<file path="src/rtl/c3sk_pkg.sv">
package c3sk_pkg;

	// Default sizes handed to the top-level parameters.
	localparam int MAX_WIDTH_DEF  = 1024;
	localparam int PIXEL_BITS_DEF = 8;

	// Fixed field widths of the stream and register words.
	localparam int ROW_W      = 10;
	localparam int SUM_W      = 13;
	localparam int CFG_DATA_W = 11;
	localparam int CFG_ADDR_W = 2;
	localparam int KSEL_W     = 3;
	localparam int S_DATA_W   = 8;
	localparam int M_DATA_W   = 40;
	localparam int RES_W      = SUM_W + 2 * ROW_W;

	// Register indexes.
	localparam logic [CFG_ADDR_W-1:0] REG_IMAGE_WIDTH   = 2'd0;
	localparam logic [CFG_ADDR_W-1:0] REG_KERNEL_SELECT = 2'd1;

	// Register reset values.
	localparam logic [CFG_DATA_W-1:0] IMAGE_WIDTH_RST = 11'd640;
	localparam logic [KSEL_W-1:0]     KERNEL_RST      = 3'd0;

	// Kernel codes; unused codes behave as identity.
	localparam logic [KSEL_W-1:0] K_IDENT  = 3'd0;
	localparam logic [KSEL_W-1:0] K_MEAN   = 3'd1;
	localparam logic [KSEL_W-1:0] K_GAUSS  = 3'd2;
	localparam logic [KSEL_W-1:0] K_HSOBEL = 3'd3;
	localparam logic [KSEL_W-1:0] K_VSOBEL = 3'd4;

	// Result queue depth.
	localparam int OQ_DEPTH = 8;

	// Per-pixel tag that follows the window down the pipeline.
	typedef struct packed {
		logic             emit;
		logic [ROW_W-1:0] row;
		logic [ROW_W-1:0] col;
	} meta_t;

endpackage

</file>
<file path="src/rtl/c3sk_mac.sv">
module c3sk_mac
	import c3sk_pkg::*;
#(
	parameter int PIXEL_BITS = PIXEL_BITS_DEF
) (
	input  logic                  clk,
	input  logic                  arst_n,
	input  logic [PIXEL_BITS-1:0] win_s2 [9],
	input  meta_t                 meta_s2,
	input  logic [KSEL_W-1:0]     kernel_select,
	output logic                  push,
	output logic [RES_W-1:0]      push_data
);

	localparam int PB = PIXEL_BITS;
	localparam int SW = PB + 5;

	logic signed [SW-1:0] px [9];
	logic signed [SW-1:0] ps [3];
	logic signed [SW-1:0] pw [3];
	logic signed [SW-1:0] df [3];
	logic signed [SW-1:0] rs [3];
	logic signed [SW-1:0] r_s3 [3];
	logic signed [SW-1:0] sum;
	logic [SUM_W-1:0]     sum_w;
	meta_t                meta_s3;

	// Plain, weighted and difference sums of each window row.
	always_comb begin
		for (int i = 0; i < 9; i++) begin
			px[i] = $signed(SW'(win_s2[i]));
		end
		for (int r = 0; r < 3; r++) begin
			ps[r] = px[3*r] + px[3*r+1] + px[3*r+2];
			pw[r] = px[3*r] + (px[3*r+1] <<< 1) + px[3*r+2];
			df[r] = px[3*r+2] - px[3*r];
		end
	end

	// Kernel weights applied row by row.
	always_comb begin
		unique case (kernel_select)
			K_MEAN: begin
				rs[0] = ps[0];
				rs[1] = ps[1];
				rs[2] = ps[2];
			end
			K_GAUSS: begin
				rs[0] = pw[0];
				rs[1] = pw[1] <<< 1;
				rs[2] = pw[2];
			end
			K_HSOBEL: begin
				rs[0] = df[0];
				rs[1] = df[1] <<< 1;
				rs[2] = df[2];
			end
			K_VSOBEL: begin
				rs[0] = -pw[0];
				rs[1] = '0;
				rs[2] = pw[2];
			end
			default: begin
				rs[0] = '0;
				rs[1] = px[4];
				rs[2] = '0;
			end
		endcase
	end

	always_ff @(posedge clk) begin
		for (int r = 0; r < 3; r++) begin
			r_s3[r] <= rs[r];
		end
	end

	always_ff @(posedge clk or negedge arst_n) begin
		if (!arst_n) begin
			meta_s3 <= '0;
		end else begin
			meta_s3 <= meta_s2;
		end
	end

	// Final sum, wrapped or sign-extended to the result width.
	assign sum = r_s3[0] + r_s3[1] + r_s3[2];

	generate
		if (SW >= SUM_W) begin : g_trunc
			assign sum_w = sum[SUM_W-1:0];
		end else begin : g_ext
			assign sum_w = {{(SUM_W - SW){sum[SW-1]}}, sum};
		end
	endgenerate

	assign push      = meta_s3.emit;
	assign push_data = {meta_s3.col, meta_s3.row, sum_w};

endmodule

</file>
<file path="config.mk">
export PLATFORM = sky130hd
export DESIGN_NAME = c3sk_mac
export DESIGN_NICKNAME = d
export VERILOG_FILES = /design/src/rtl/c3sk_pkg.sv /design/src/rtl/c3sk_mac.sv
export SDC_FILE = /design/constraint.sdc
export NUM_CORES = 1
export LEC_CHECK = 0
export ABC_AREA = 1
export BUFFER_PORTS_ARGS = -buffer_cell sky130_fd_sc_hd__buf_2
export CORE_MARGIN = 1
export CORE_UTILIZATION = 58
export CTS_BUF_LIST = sky130_fd_sc_hd__clkbuf_4
export DETAILED_ROUTE_END_ITERATION = 8
export PLACE_DENSITY_LB_ADDON = 0.2
export SLEW_MARGIN = 15
export SYNTH_ARGS = -nofsm -noshare
export SYNTH_HDL_FRONTEND = slang
export SYNTH_SLANG_ARGS = --single-unit
</file>
<file path="constraint.sdc">
create_clock -name clk -period 3.1 [get_ports clk]
set_input_delay 0.155 -clock clk [delete_from_list [all_inputs] [get_ports clk]]
set_output_delay 0.155 -clock clk [all_outputs]
set_load 0.02 [all_outputs]
</file>
==> impl_metrics.toml <==
[synth]
synth_cell_types = 43
synth.area.top_cells = "fa_1, ha_1, dfxtp_1"
synth.top_cell.area_share_pct = 20.00
yosys_register_bits = 57
syn_area_mm2 = 0.006706
yosys.area.top_type = "fa_1"
syn_nets = 1102
synthCells = 853
yosysSeqAreaShare_pct = 18.58
avgSynthCellArea_um2 = 7.862
yosys_warnings = 0

[hold_path]
hold_class = "in -> reg"
hold-path-endpoint = "r_s3[0][20]"
worstHoldPathCells = 3
hold_start = "win_s2[39]"

[grt]
globalRouteTotalUtil_pct = 30.29
grt_pass1_vias = 6045
grt_max_degree = 22
antenna_found_initial = 0
grt_pass1_wl_um = 27870
overflow = 0

[timing]
rsz0062_at_grt = "no"
fmax_ghz = 0.3450
slew_headroom_pct = 67.84
setup_viol = 0
finalWorstSetupSlack_ns = 0.2018
finalCriticalPeriod_ns = 2.898
fin_setup_tns_ns = 0
timing.final.crit_share_pct = 93.49
worst_pin_slew_ns = 0.4808
maxSlewViolCount = 0
hold_violations = 0

[die]
io_pins = 132
die_area_mm2 = 0.01200
core_area_mm2 = 0.01103
die_h_um = 109.5
start_util_pct = 60.80
die_w_um = 109.5
rows = 38

[routing]
avgRoutedWirePerCell_um = 14.72
first_iter_violations = 449
vias = 6402
viasPerCell = 5.524
wirelength_um = 17060
ant_nets = 0
drc = 0
first_pass_iters = 4

[layout]
seqCellArea_mm2 = 0.001246
final_common_cell = "nand2_1"
final_cell_mix = "nand2_1, buf_2, inv_1"
area_growth_pct = 18.15
drive_gt1_share_pct = 17.08
n_fill_cell = 941
multiInputGateArea_mm2 = 0.004976
num_antenna_cells = 0
fin_nets = 1263

[setup_path]
required_ns = 2.94
crit_arrival_ns = 2.74
crit_path_start_kind = "flip-flop"
cp_max_fo = 4
end_kind = "output pin"
critPathKind = "reg -> out"

[placement]
hpwl_um = 13790
pre_cts_slack_ns = 0.3513
gp_congestion = 0.8917
port_buffers = 131

[flow_run]
drv_cap = 0

[power_and_ir_drop]
ir_drop_mv = 0.4050
p_per_area_mw_per_mm2 = 492.7
p_total_mw = 3.904
p_leak_nw = 4.123

[cts]
cts_max_level = 3
numCtsBuffers = 9
cts.clk_slew.worst_paths_ns = 0.10
cts_num_sinks = 57
clockBufferDepth = 2
clockRootBuffer = "clkbuf_4"
cts_tree = "built"

[run_status]
status = "complete, no violations"
==> cells by family after synthesis <==
group	share of synthesized area (%)
buf+inv	7.332
fa+ha+maj	35.67
xor+xnor	2.481
simple gates	23.45
flops	18.58
compound gates	12.48
==> final cells by class <==
cell class              instances  share of cell area (%)
flip-flops and latches         57                   15.73
clock inverters                 6                   1.358
multi-input cells             671                   62.80
clock buffers                  10                  0.9474
inverters                     120                   5.716
repair buffers                155                   11.24
well taps                     140                   2.211
==> state kept, by name, indices dropped and copies added (netlist names) <==
| signal | flops |
|---|---|
| r_s3 | 36 |
| push | 1 |
| push_data | 20 |
==> through the flow <==
step	cell area (um^2)	hold WS, ns	utilization [%]	std cells
floorplan	6706	-0.1406	-	853
global placement	7506	0.1162	68.05	1120
detailed placement	7506	0.1156	68.05	1120
CTS	7909	0.02725	71.70	1158
global route	7924	0.06761	71.84	1159
finish	7924	0.04251	71.84	1159
==> cell usage after synthesis (all sizes together) <==
library cell	instances
xor2	12
nor2	47
xnor2	7
nand4	25
or2	6
o22ai	1
o211ai	8
a22oi	1
a21boi	1
a31oi	1
o311ai	1
a21oi	82
a22o	1
o2111ai	6
dfrtp	21
nand2	183
ha	84
a32oi	1
fa	67
o21ai	44
dfxtp	36
inv	120
nand3	75
nor3	8
buf	5
o21bai	2
nand3b	5
o221ai	1
a221oi	1
a21o	1
==> worst max-delay path, cell delays in order, from the launching register on <==
cell and delay, ns:
dfxtp_1 0.33, fa_1 0.47, ha_1 0.37, a21oi_1 0.14, nand2_1 0.14, a21oi_2 0.21
o21ai_0 0.16, a21oi_1 0.20, xor2_1 0.15, buf_2 0.17
==> repair_timing <==
item,in CTS,in global routing
pin swaps,0,1
hold buffers,22,0
gates resized for setup,1,3
endpoints found under the setup margin,2,3
endpoints found under the hold margin,42,0
setup buffers,0,1
==> worst max path at each step <==
stage                     cells past startpoint       start  slack (ns)            end
after detailed placement                      9  r_s3[0][1]        0.35   push_data[7]
after global routing                          9  r_s3[0][3]        0.03  push_data[10]
after CTS                                     9  r_s3[0][1]        0.04   push_data[7]
after floorplan                               8  r_s3[0][1]        0.57   push_data[7]
final                                         9  r_s3[0][3]        0.20  push_data[10]
after global placement                        9  r_s3[0][1]        0.42   push_data[7]
==> power by group <==
| part | total, mW | leakage, nW | switching, mW | internal (mW) |
|---|---|---|---|---|
| Combinational | 2.34 | 3.48 | 1.46 | 0.875 |
| Clock | 0.691 | 0.0964 | 0.277 | 0.415 |
| Sequential | 0.874 | 0.545 | 0.0510 | 0.823 |
| Total | 3.90 | 4.12 | 1.79 | 2.11 |
==> metal layers <==
layer / GRT usage [%] / vias to the layer above / share of wire, %
met5: 0 / - / 0
met4: 8.190 / 0 / 1.6
met3: 3.438 / 23 / 5.8
met2: 53.37 / 197 / 48
met1: 39.36 / 2998 / 45
li1: - / 3184 / -
Power figures use the tool's default switching activity.
