## src/rtl/c3sk_pkg.sv

```systemverilog
package c3sk_pkg;

	// Default sizes handed to the top-level parameters.
	localparam int MAX_WIDTH_DEF  = 1024;
	localparam int PIXEL_BITS_DEF = 8;

	// Fixed field widths of the stream and register words.
	localparam int ROW_W      = 10;
	localparam int SUM_W      = 13;
	localparam int CFG_DATA_W = 11;
	localparam int CFG_ADDR_W = 2;
	localparam int KSEL_W     = 3;
	localparam int S_DATA_W   = 8;
	localparam int M_DATA_W   = 40;
	localparam int RES_W      = SUM_W + 2 * ROW_W;

	// Register indexes.
	localparam logic [CFG_ADDR_W-1:0] REG_IMAGE_WIDTH   = 2'd0;
	localparam logic [CFG_ADDR_W-1:0] REG_KERNEL_SELECT = 2'd1;

	// Register reset values.
	localparam logic [CFG_DATA_W-1:0] IMAGE_WIDTH_RST = 11'd640;
	localparam logic [KSEL_W-1:0]     KERNEL_RST      = 3'd0;

	// Kernel codes; unused codes behave as identity.
	localparam logic [KSEL_W-1:0] K_IDENT  = 3'd0;
	localparam logic [KSEL_W-1:0] K_MEAN   = 3'd1;
	localparam logic [KSEL_W-1:0] K_GAUSS  = 3'd2;
	localparam logic [KSEL_W-1:0] K_HSOBEL = 3'd3;
	localparam logic [KSEL_W-1:0] K_VSOBEL = 3'd4;

	// Result queue depth.
	localparam int OQ_DEPTH = 8;

	// Per-pixel tag that follows the window down the pipeline.
	typedef struct packed {
		logic             emit;
		logic [ROW_W-1:0] row;
		logic [ROW_W-1:0] col;
	} meta_t;

endpackage

```

## src/rtl/c3sk_outq.sv

```systemverilog
module c3sk_outq
	import c3sk_pkg::*;
#(
	parameter int DW    = RES_W,
	parameter int DEPTH = OQ_DEPTH
) (
	input  logic                       clk,
	input  logic                       arst_n,
	input  logic                       push,
	input  logic [DW-1:0]              push_data,
	input  logic                       pop,
	output logic                       valid,
	output logic [DW-1:0]              head,
	output logic [$clog2(DEPTH+1)-1:0] count
);

	localparam int AW = $clog2(DEPTH);
	localparam int CW = $clog2(DEPTH + 1);

	logic [DW-1:0] mem_q [DEPTH];
	logic [AW-1:0] wr_q;
	logic [AW-1:0] rd_q;
	logic [CW-1:0] count_q;

	// Results wait here until the downstream side takes them.
	always_ff @(posedge clk) begin
		if (push) begin
			mem_q[wr_q] <= push_data;
		end
	end

	always_ff @(posedge clk or negedge arst_n) begin
		if (!arst_n) begin
			wr_q    <= '0;
			rd_q    <= '0;
			count_q <= '0;
		end else begin
			if (push) begin
				wr_q <= (wr_q == AW'(DEPTH - 1)) ? '0 : wr_q + AW'(1);
			end
			if (pop) begin
				rd_q <= (rd_q == AW'(DEPTH - 1)) ? '0 : rd_q + AW'(1);
			end
			if (push && !pop) begin
				count_q <= count_q + CW'(1);
			end else if (pop && !push) begin
				count_q <= count_q - CW'(1);
			end
		end
	end

	assign valid = (count_q != '0);
	assign head  = mem_q[rd_q];
	assign count = count_q;

`ifndef NO_ASSERTIONS
	// The input credit must keep a slot free for every result in flight.
	a_no_overflow: assert property (@(posedge clk) disable iff (!arst_n)
		push && !pop |-> count_q < CW'(DEPTH))
		else $error("result queue overflow");

	// A word taken with nothing arriving frees exactly one slot.
	a_pop_count: assert property (@(posedge clk) disable iff (!arst_n)
		pop && !push |=> count_q == $past(count_q) - CW'(1))
		else $error("result queue count slip");
`endif

endmodule

```

## config.mk

```make
export PLATFORM = sky130hd
export DESIGN_NAME = c3sk_outq
export DESIGN_NICKNAME = d
export VERILOG_FILES = /design/src/rtl/c3sk_pkg.sv /design/src/rtl/c3sk_outq.sv
export SDC_FILE = /design/constraint.sdc
export NUM_CORES = 1
export LEC_CHECK = 0
export ABC_AREA = 1
export BUFFER_PORTS_ARGS = -buffer_cell sky130_fd_sc_hd__buf_2
export CORE_UTILIZATION = 41
export DETAILED_ROUTE_END_ITERATION = 16
export PLACE_DENSITY_LB_ADDON = 0.08
export SYNTH_ARGS = -nofsm -noshare
export SYNTH_HDL_FRONTEND = slang
export SYNTH_SLANG_ARGS = --single-unit
```

## constraint.sdc

```tcl
create_clock -name clk -period 4.8 [get_ports clk]
set_input_delay 0.96 -clock clk [delete_from_list [all_inputs] [get_ports clk]]
set_output_delay 0.96 -clock clk [all_outputs]
set_load 0.02 [all_outputs]
```

==> impl_results.md, run 1 <==
- Outcome: completed
- Share of cells above drive strength 1: between 10% and 20%
- Post-DR wirelength/cell: roughly 15 um
- Mapped Area: 0.0120 mm^2
- Net Count, Synth: about 1300
- PnR Total Power: 7950 uW
- WS Path Type: flip-flop to output pin
- Startpoint class of the critical path: flip-flop
- Hold slack: 285 ps
- Crit share post-route: 76.4%
- Chip width: 173 um
- Hold Fails Final Rpt: 0
- Synth area leader: edfxtp_1
- Hold Path Class: input pin to async pin
- Pleak: 0.00599 uW
- Root Driver: clkbuf_16
- Worst path cell trace: buf_4, nor2_1, nor2_1, nand2_1, nand2_1, nand2_1, nand2_1, buf_2
- Detail Route Antenna Nets: 0
- Post-DP HPWL: 13600 um
- Rel. slew slack: 38.1%
- Vias in the first global route: between 7000 and 8000
- Yosys warns: 0
- Peak supply drop: 0.000356 V
- Most frequent cells in the layout: nand2_1 (451), nor2_1 (267), edfxtp_1 (264)
- Buf/Inv on CP: 2
- Row count: 62
- Max-cap violations: 0
- Vias per cell: 4.45
- Core Util, Final: 47.8%
- Layout fillers: around 2700
- Worst path required time: 3840 ps
- Hold buffers post-CTS: 0
- Mapped Avg Cell Area: 9.82 um^2
- Synth top area cells: edfxtp_1 (66%), nand2_1 (14%), nor2_1 (8.6%)
- Most used cell, CP: nand2_1
- Commonest non-fill, non-tap cell in the layout: nand2_1
- Core area: 0.0287 mm^2
- Clk_skew: 10.5 ps
- # H-tree levels: 1
- GRT Total Usage: 17.0%
- Max stage delay on crit path: between 900 and 1000 ps
- Die height: roughly 170 um
- Tightest Pin Transition: 926 ps
- RD Place Congestion: about 0.77
- Minimum clock period: 3670 ps
- Sequential area share after synthesis: 68.3%
- Max Clock Freq: 0.273 GHz
- Max Slew Vio Count: 0
- Largest net degree at the start of global routing: 79
- TNS Setup: 0 ps
- RSZ-0062 raised after global routing: false
- Clk buf depth: 3
- Post-cts resize count: 0
- DRC viols: 0
- Peak fanout along the critical path: 78
- Top delay family on crit path: flip-flops
- Final wirelength: 24900 um
- Setup crit end kind: output pin
- Total power per unit cell area: 580 mW/mm^2
- Reg clk slew, reported paths: 60 ps
- Initial antenna violation count: 2
- Share of the synthesized area in the top cell type: between 60% and 70%
- CTS tree: done
- Clock sinks: 274
- Cells after Synth: approximately 1200
- Drt pass-1 iters: 6
- DR vias: 7557
- Nets: 1337
- Setup-failing EPs final: 0
- TritonCTS buffer count: 30
- First-pass GRT wire length: 39300 um
- PortBufs: 74
- Clk Latency, worst-skew pair: 550 ps
- Post-CTS setup buffers: 0
- Area Growth Syn to Fin: 14.5%
- CP arrival: approximately 2700 ps
- Ports: 75
- Slowest stage cell, crit path: dfrtp_4
- Synthesized flop and latch total: 274
- Total grt overflow: 0
- DIE AREA: 0.0299 mm^2
- Initial Util: 41.7%
- Initial DRC count: 387
- Distinct cell type count of the synthesized netlist: 19
[final cells by class]
| cell class | count | area, um^2 | share of cell area [%] |
|---|---|---|---|
| inverters | 144 | 541 | 3.94 |
| flip-flops and latches | 274 | 8180 | 59.7 |
| diodes | 1 | 2.50 | 0.0183 |
| clock inverters | 16 | 155 | 1.13 |
| multi-input cells | 750 | 2980 | 21.8 |
| repair buffers | 92 | 518 | 3.78 |
| clock buffers | 39 | 846 | 6.17 |
| well taps | 384 | 480 | 3.50 |
[kinds of logic after synthesis]
group	synth area share (%)
AOI/OAI and AO/OA	0.334
adders and majority gates	0.899
buffers and inverters	7.30
and+or+nand+nor	23.0
DFF	68.3
xor gates and xnor gates	0.146
[metal layers]
metal  up-vias  track usage, %  share of wire (%)
met1      3470            23.2                 48
met4         2            4.98                2.2
met2       104            28.1                 46
li1       3934               -                  -
met3        47            2.73                3.8
met5         -               0              0.032
[report_power, final]
part	leakage, uW	internal [uW]	total, uW	switching (uW)
sequential	0.00252	2930	3070	140
combinational	0.00298	773	2560	1790
clock	0.000494	1390	2310	919
total	0.00599	5100	7950	2850
[Yosys cell counts]
master	instances
buf_6	13
buf_2	24
a21oi_1	2
ha_1	7
nand2_1	451
o21ai_0	6
clkinv_1	1
inv_1	142
inv_2	1
nor2_1	275
fa_1	1
or2_2	1
dfrtp_1	10
buf_4	4
buf_1	2
clkbuf_1	8
nand3_1	5
edfxtp_1	264
xnor2_1	2
[flip-flops by register name, summed over array words and instances, names as in the netlist]
signal,flops
mem_q,264
count,4
wr_q,3
rd_q,3
[final timing paths]
check | slack (ps) | cells past startpoint | from | endpoint
worst max-delay path | 1130 | 8 | rd_q[0] | head[30]
worst min register to register | 550 | 2 | count[2] | count[2]
min in group clk | 550 | 2 | count[2] | count[2]
worst max register to register | 2490 | 6 | rd_q[0] | rd_q[0]
max in group asynchronous | 4270 | 1 | arst_n | rd_q[0]
worst min-delay path | 290 | 1 | arst_n | rd_q[0]
[worst reg2reg max path, cell delays in order (launching register included)]
cell and delay, ps:
dfrtp_4 940, buf_4 580, ha_1 270, ha_1 160, inv_1 60, a21oi_1 120, a21oi_1 50
[per-stage QoR]
step / setup slack [ps] / cells / cell area [um^2]
detailed placement: 1690 / 1644 / 12700
floorplan: 1910 / 1219 / 12000
finish: 1130 / 1700 / 13700
global placement: 1730 / 1644 / 12700
global route: 831 / 1700 / 13700
CTS: 1090 / 1699 / 13700
(Power assumes the default switching activity.)
==> run 2: changes to the inputs <==
- clock period: 4.8 -> 3.6 ns (I/O delays scaled with it)
==> impl_results.md, run 2 (same netlist as run 1, synthesis figures left out) <==
- Drt pass-1 iters: 4 (-2)
- Clk buf depth: 3 (unchanged)
- Most frequent cells in the layout: nand2_1 (451), nor2_1 (267), edfxtp_1 (264)
- Nets: 1342 (+0.37%)
- WS Path Type: flip-flop to output pin
- Pleak: 0.00602 uW (+0.45%)
- RD Place Congestion: 0.712 (-7.2%)
- Post-DP HPWL: 13800 um (+1.7%)
- Reg clk slew, reported paths: 60 ps (about the same)
- Max-cap violations: 0 (unchanged)
- DR vias: 7549 (-0.11%)
- Final WS setup: 404 ps (-728 ps)
- Finished Cell Area: 0.0138 mm^2 (+0.56%)
- Largest net degree at the start of global routing: 68 (-14%)
- Rel. slew slack: 36.4% (-1.7 points)
- Total grt overflow: 0 (unchanged)
- Post-cts resize count: 0 (unchanged)
- CTS tree: done
- Max Slew Vio Count: 0 (unchanged)
- Initial antenna violation count: 1 (-1)
- Ports: 75 (unchanged)
- Root Driver: clkbuf_16
- DRC viols: 0 (unchanged)
- Chip width: 173 um (unchanged)
- Row count: 62 (unchanged)
- GRT Total Usage: 17.1% (+0.071 points)
- TNS Setup: 0 ps (unchanged)
- Initial DRC count: 453 (+17%)
- Startpoint class of the critical path: flip-flop
- Detail Route Antenna Nets: 0 (unchanged)
- Peak supply drop: 0.000459 V (+29%)
- Worst path required time: 2880 ps (-960 ps)
- Outcome: completed
- Setup crit end kind: output pin
- Setup-failing EPs final: 0 (unchanged)
- Place WS: 939 ps (-751 ps)
- Tightest Pin Transition: 948 ps (+22.2 ps)
- # H-tree levels: 1 (unchanged)
- Core Util, Final: 48.0% (+0.27 points)
- PortBufs: 74 (unchanged)
- Core area: 0.0287 mm^2 (unchanged)
- Commonest non-fill, non-tap cell in the layout: nand2_1
- Peak fanout along the critical path: 59 (-24%)
- Vias per cell: 4.43 (-0.40%)
- Largest Register: mem_q
- Die height: 173 um (unchanged)
- Area Growth Syn to Fin: 15.1%
- Final wirelength: 24900 um (about the same)
- CP arrival: 2480 ps (-230 ps)
- Minimum clock period: ~3200 ps
- RSZ-0062 raised after global routing: false
- FF/Latch Area: 0.00818 mm^2 (unchanged)
- TritonCTS buffer count: 31 (+3.3%)
- DIE AREA: 0.0299 mm^2 (unchanged)
- Vias in the first global route: 7133 (+0.15%)
- RR Endpoint: rd_q[2]
- Post-DR wirelength/cell: 14.6 um (-0.21%)
- Hold Fails Final Rpt: 0 (unchanged)
- Max Clock Freq: around 0.31 GHz
- Post-CTS setup buffers: 0 (unchanged)
- Share of cells above drive strength 1: 11.4% (-0.052 points)
- First-pass GRT wire length: 39600 um (+0.84%)
- Multi-input gate area: 0.00298 mm^2 (unchanged)
- Antenna Cells: 0 (-1)
- Layout fillers: 2683 (+0.41%)
- Number of flip-flops in the largest register: 264 (unchanged)
- Crit share post-route: between 80% and 90%
- Hold buffers post-CTS: 0 (unchanged)
- Post-place instance area: 0.0128 mm^2 (+0.93%)
- Worst r2r src: rd_q[0]
- Initial Util: 41.7% (unchanged)
- Clk_skew: 13.5 ps (+3.05 ps)
- Clk Latency, worst-skew pair: 540 ps (about the same)
- Worst reg-to-reg setup slack: 1620 ps (-870 ps)
- Clock sinks: 274 (unchanged)
- Worst Reg2Reg Path Length in Cells: 5 (-1)
- Total power per unit cell area: 766 mW/mm^2 (+32%)
- Hold Path Class: input pin to async pin
-- run 2: metal layers --
metal	up-vias	GRT usage (%)	wire, um
met5	-	0	12
met4	2	4.61	440
met3	34	2.75	873
met2	104	28.4	11600
met1	3462	23.3	12000
li1	3947	-	-
-- run 2: through the flow --
step           power, uW  hold slack, ps  cells
3_3_place_gp        7720             526   1648
2_1_floorplan       6630             424   1219
4_1_cts            10700            35.7   1705
3_5_place_dp        7740             537   1648
5_1_grt            11300            47.1   1705
6_report           10600            49.1   1705
-- run 2: worst max-delay path, cell delays in order (launching register included) --
cell,delay (ps)
dfrtp_4,840
buf_4,410
nor2_1,90
nor2_1,90
nand2_1,60
nand2_1,60
nand2_1,50
nand2_1,120
buf_2,170
-- run 2: final cells by class --
class                   instances  share of cell area (%)
clock buffers                  35                    5.74
flip-flops and latches        274                    59.4
inverters                     144                    3.92
multi-input cells             750                    21.6
well taps                     384                    3.49
clock inverters                22                    1.24
repair buffers                 96                    4.61
-- run 2: worst max path at each step --
stage            start     endpoint  slack (ps)  cells past startpoint
2_1_floorplan     push  mem_q[1][0]         950                      2
5_1_grt        rd_q[0]     head[11]         170                      8
6_report       rd_q[0]     head[27]         400                      8
3_3_place_gp   rd_q[2]     head[25]         950                      5
3_5_place_dp   rd_q[0]     head[27]         940                      8
4_1_cts        rd_q[0]     head[27]         340                      8
-- run 2: power by group --
group	switching, uW	leakage (uW)	internal, uW	total, uW
clock	1190	0.000478	1770	2960
combinational	2430	0.00302	1090	3520
sequential	169	0.00252	3910	4080
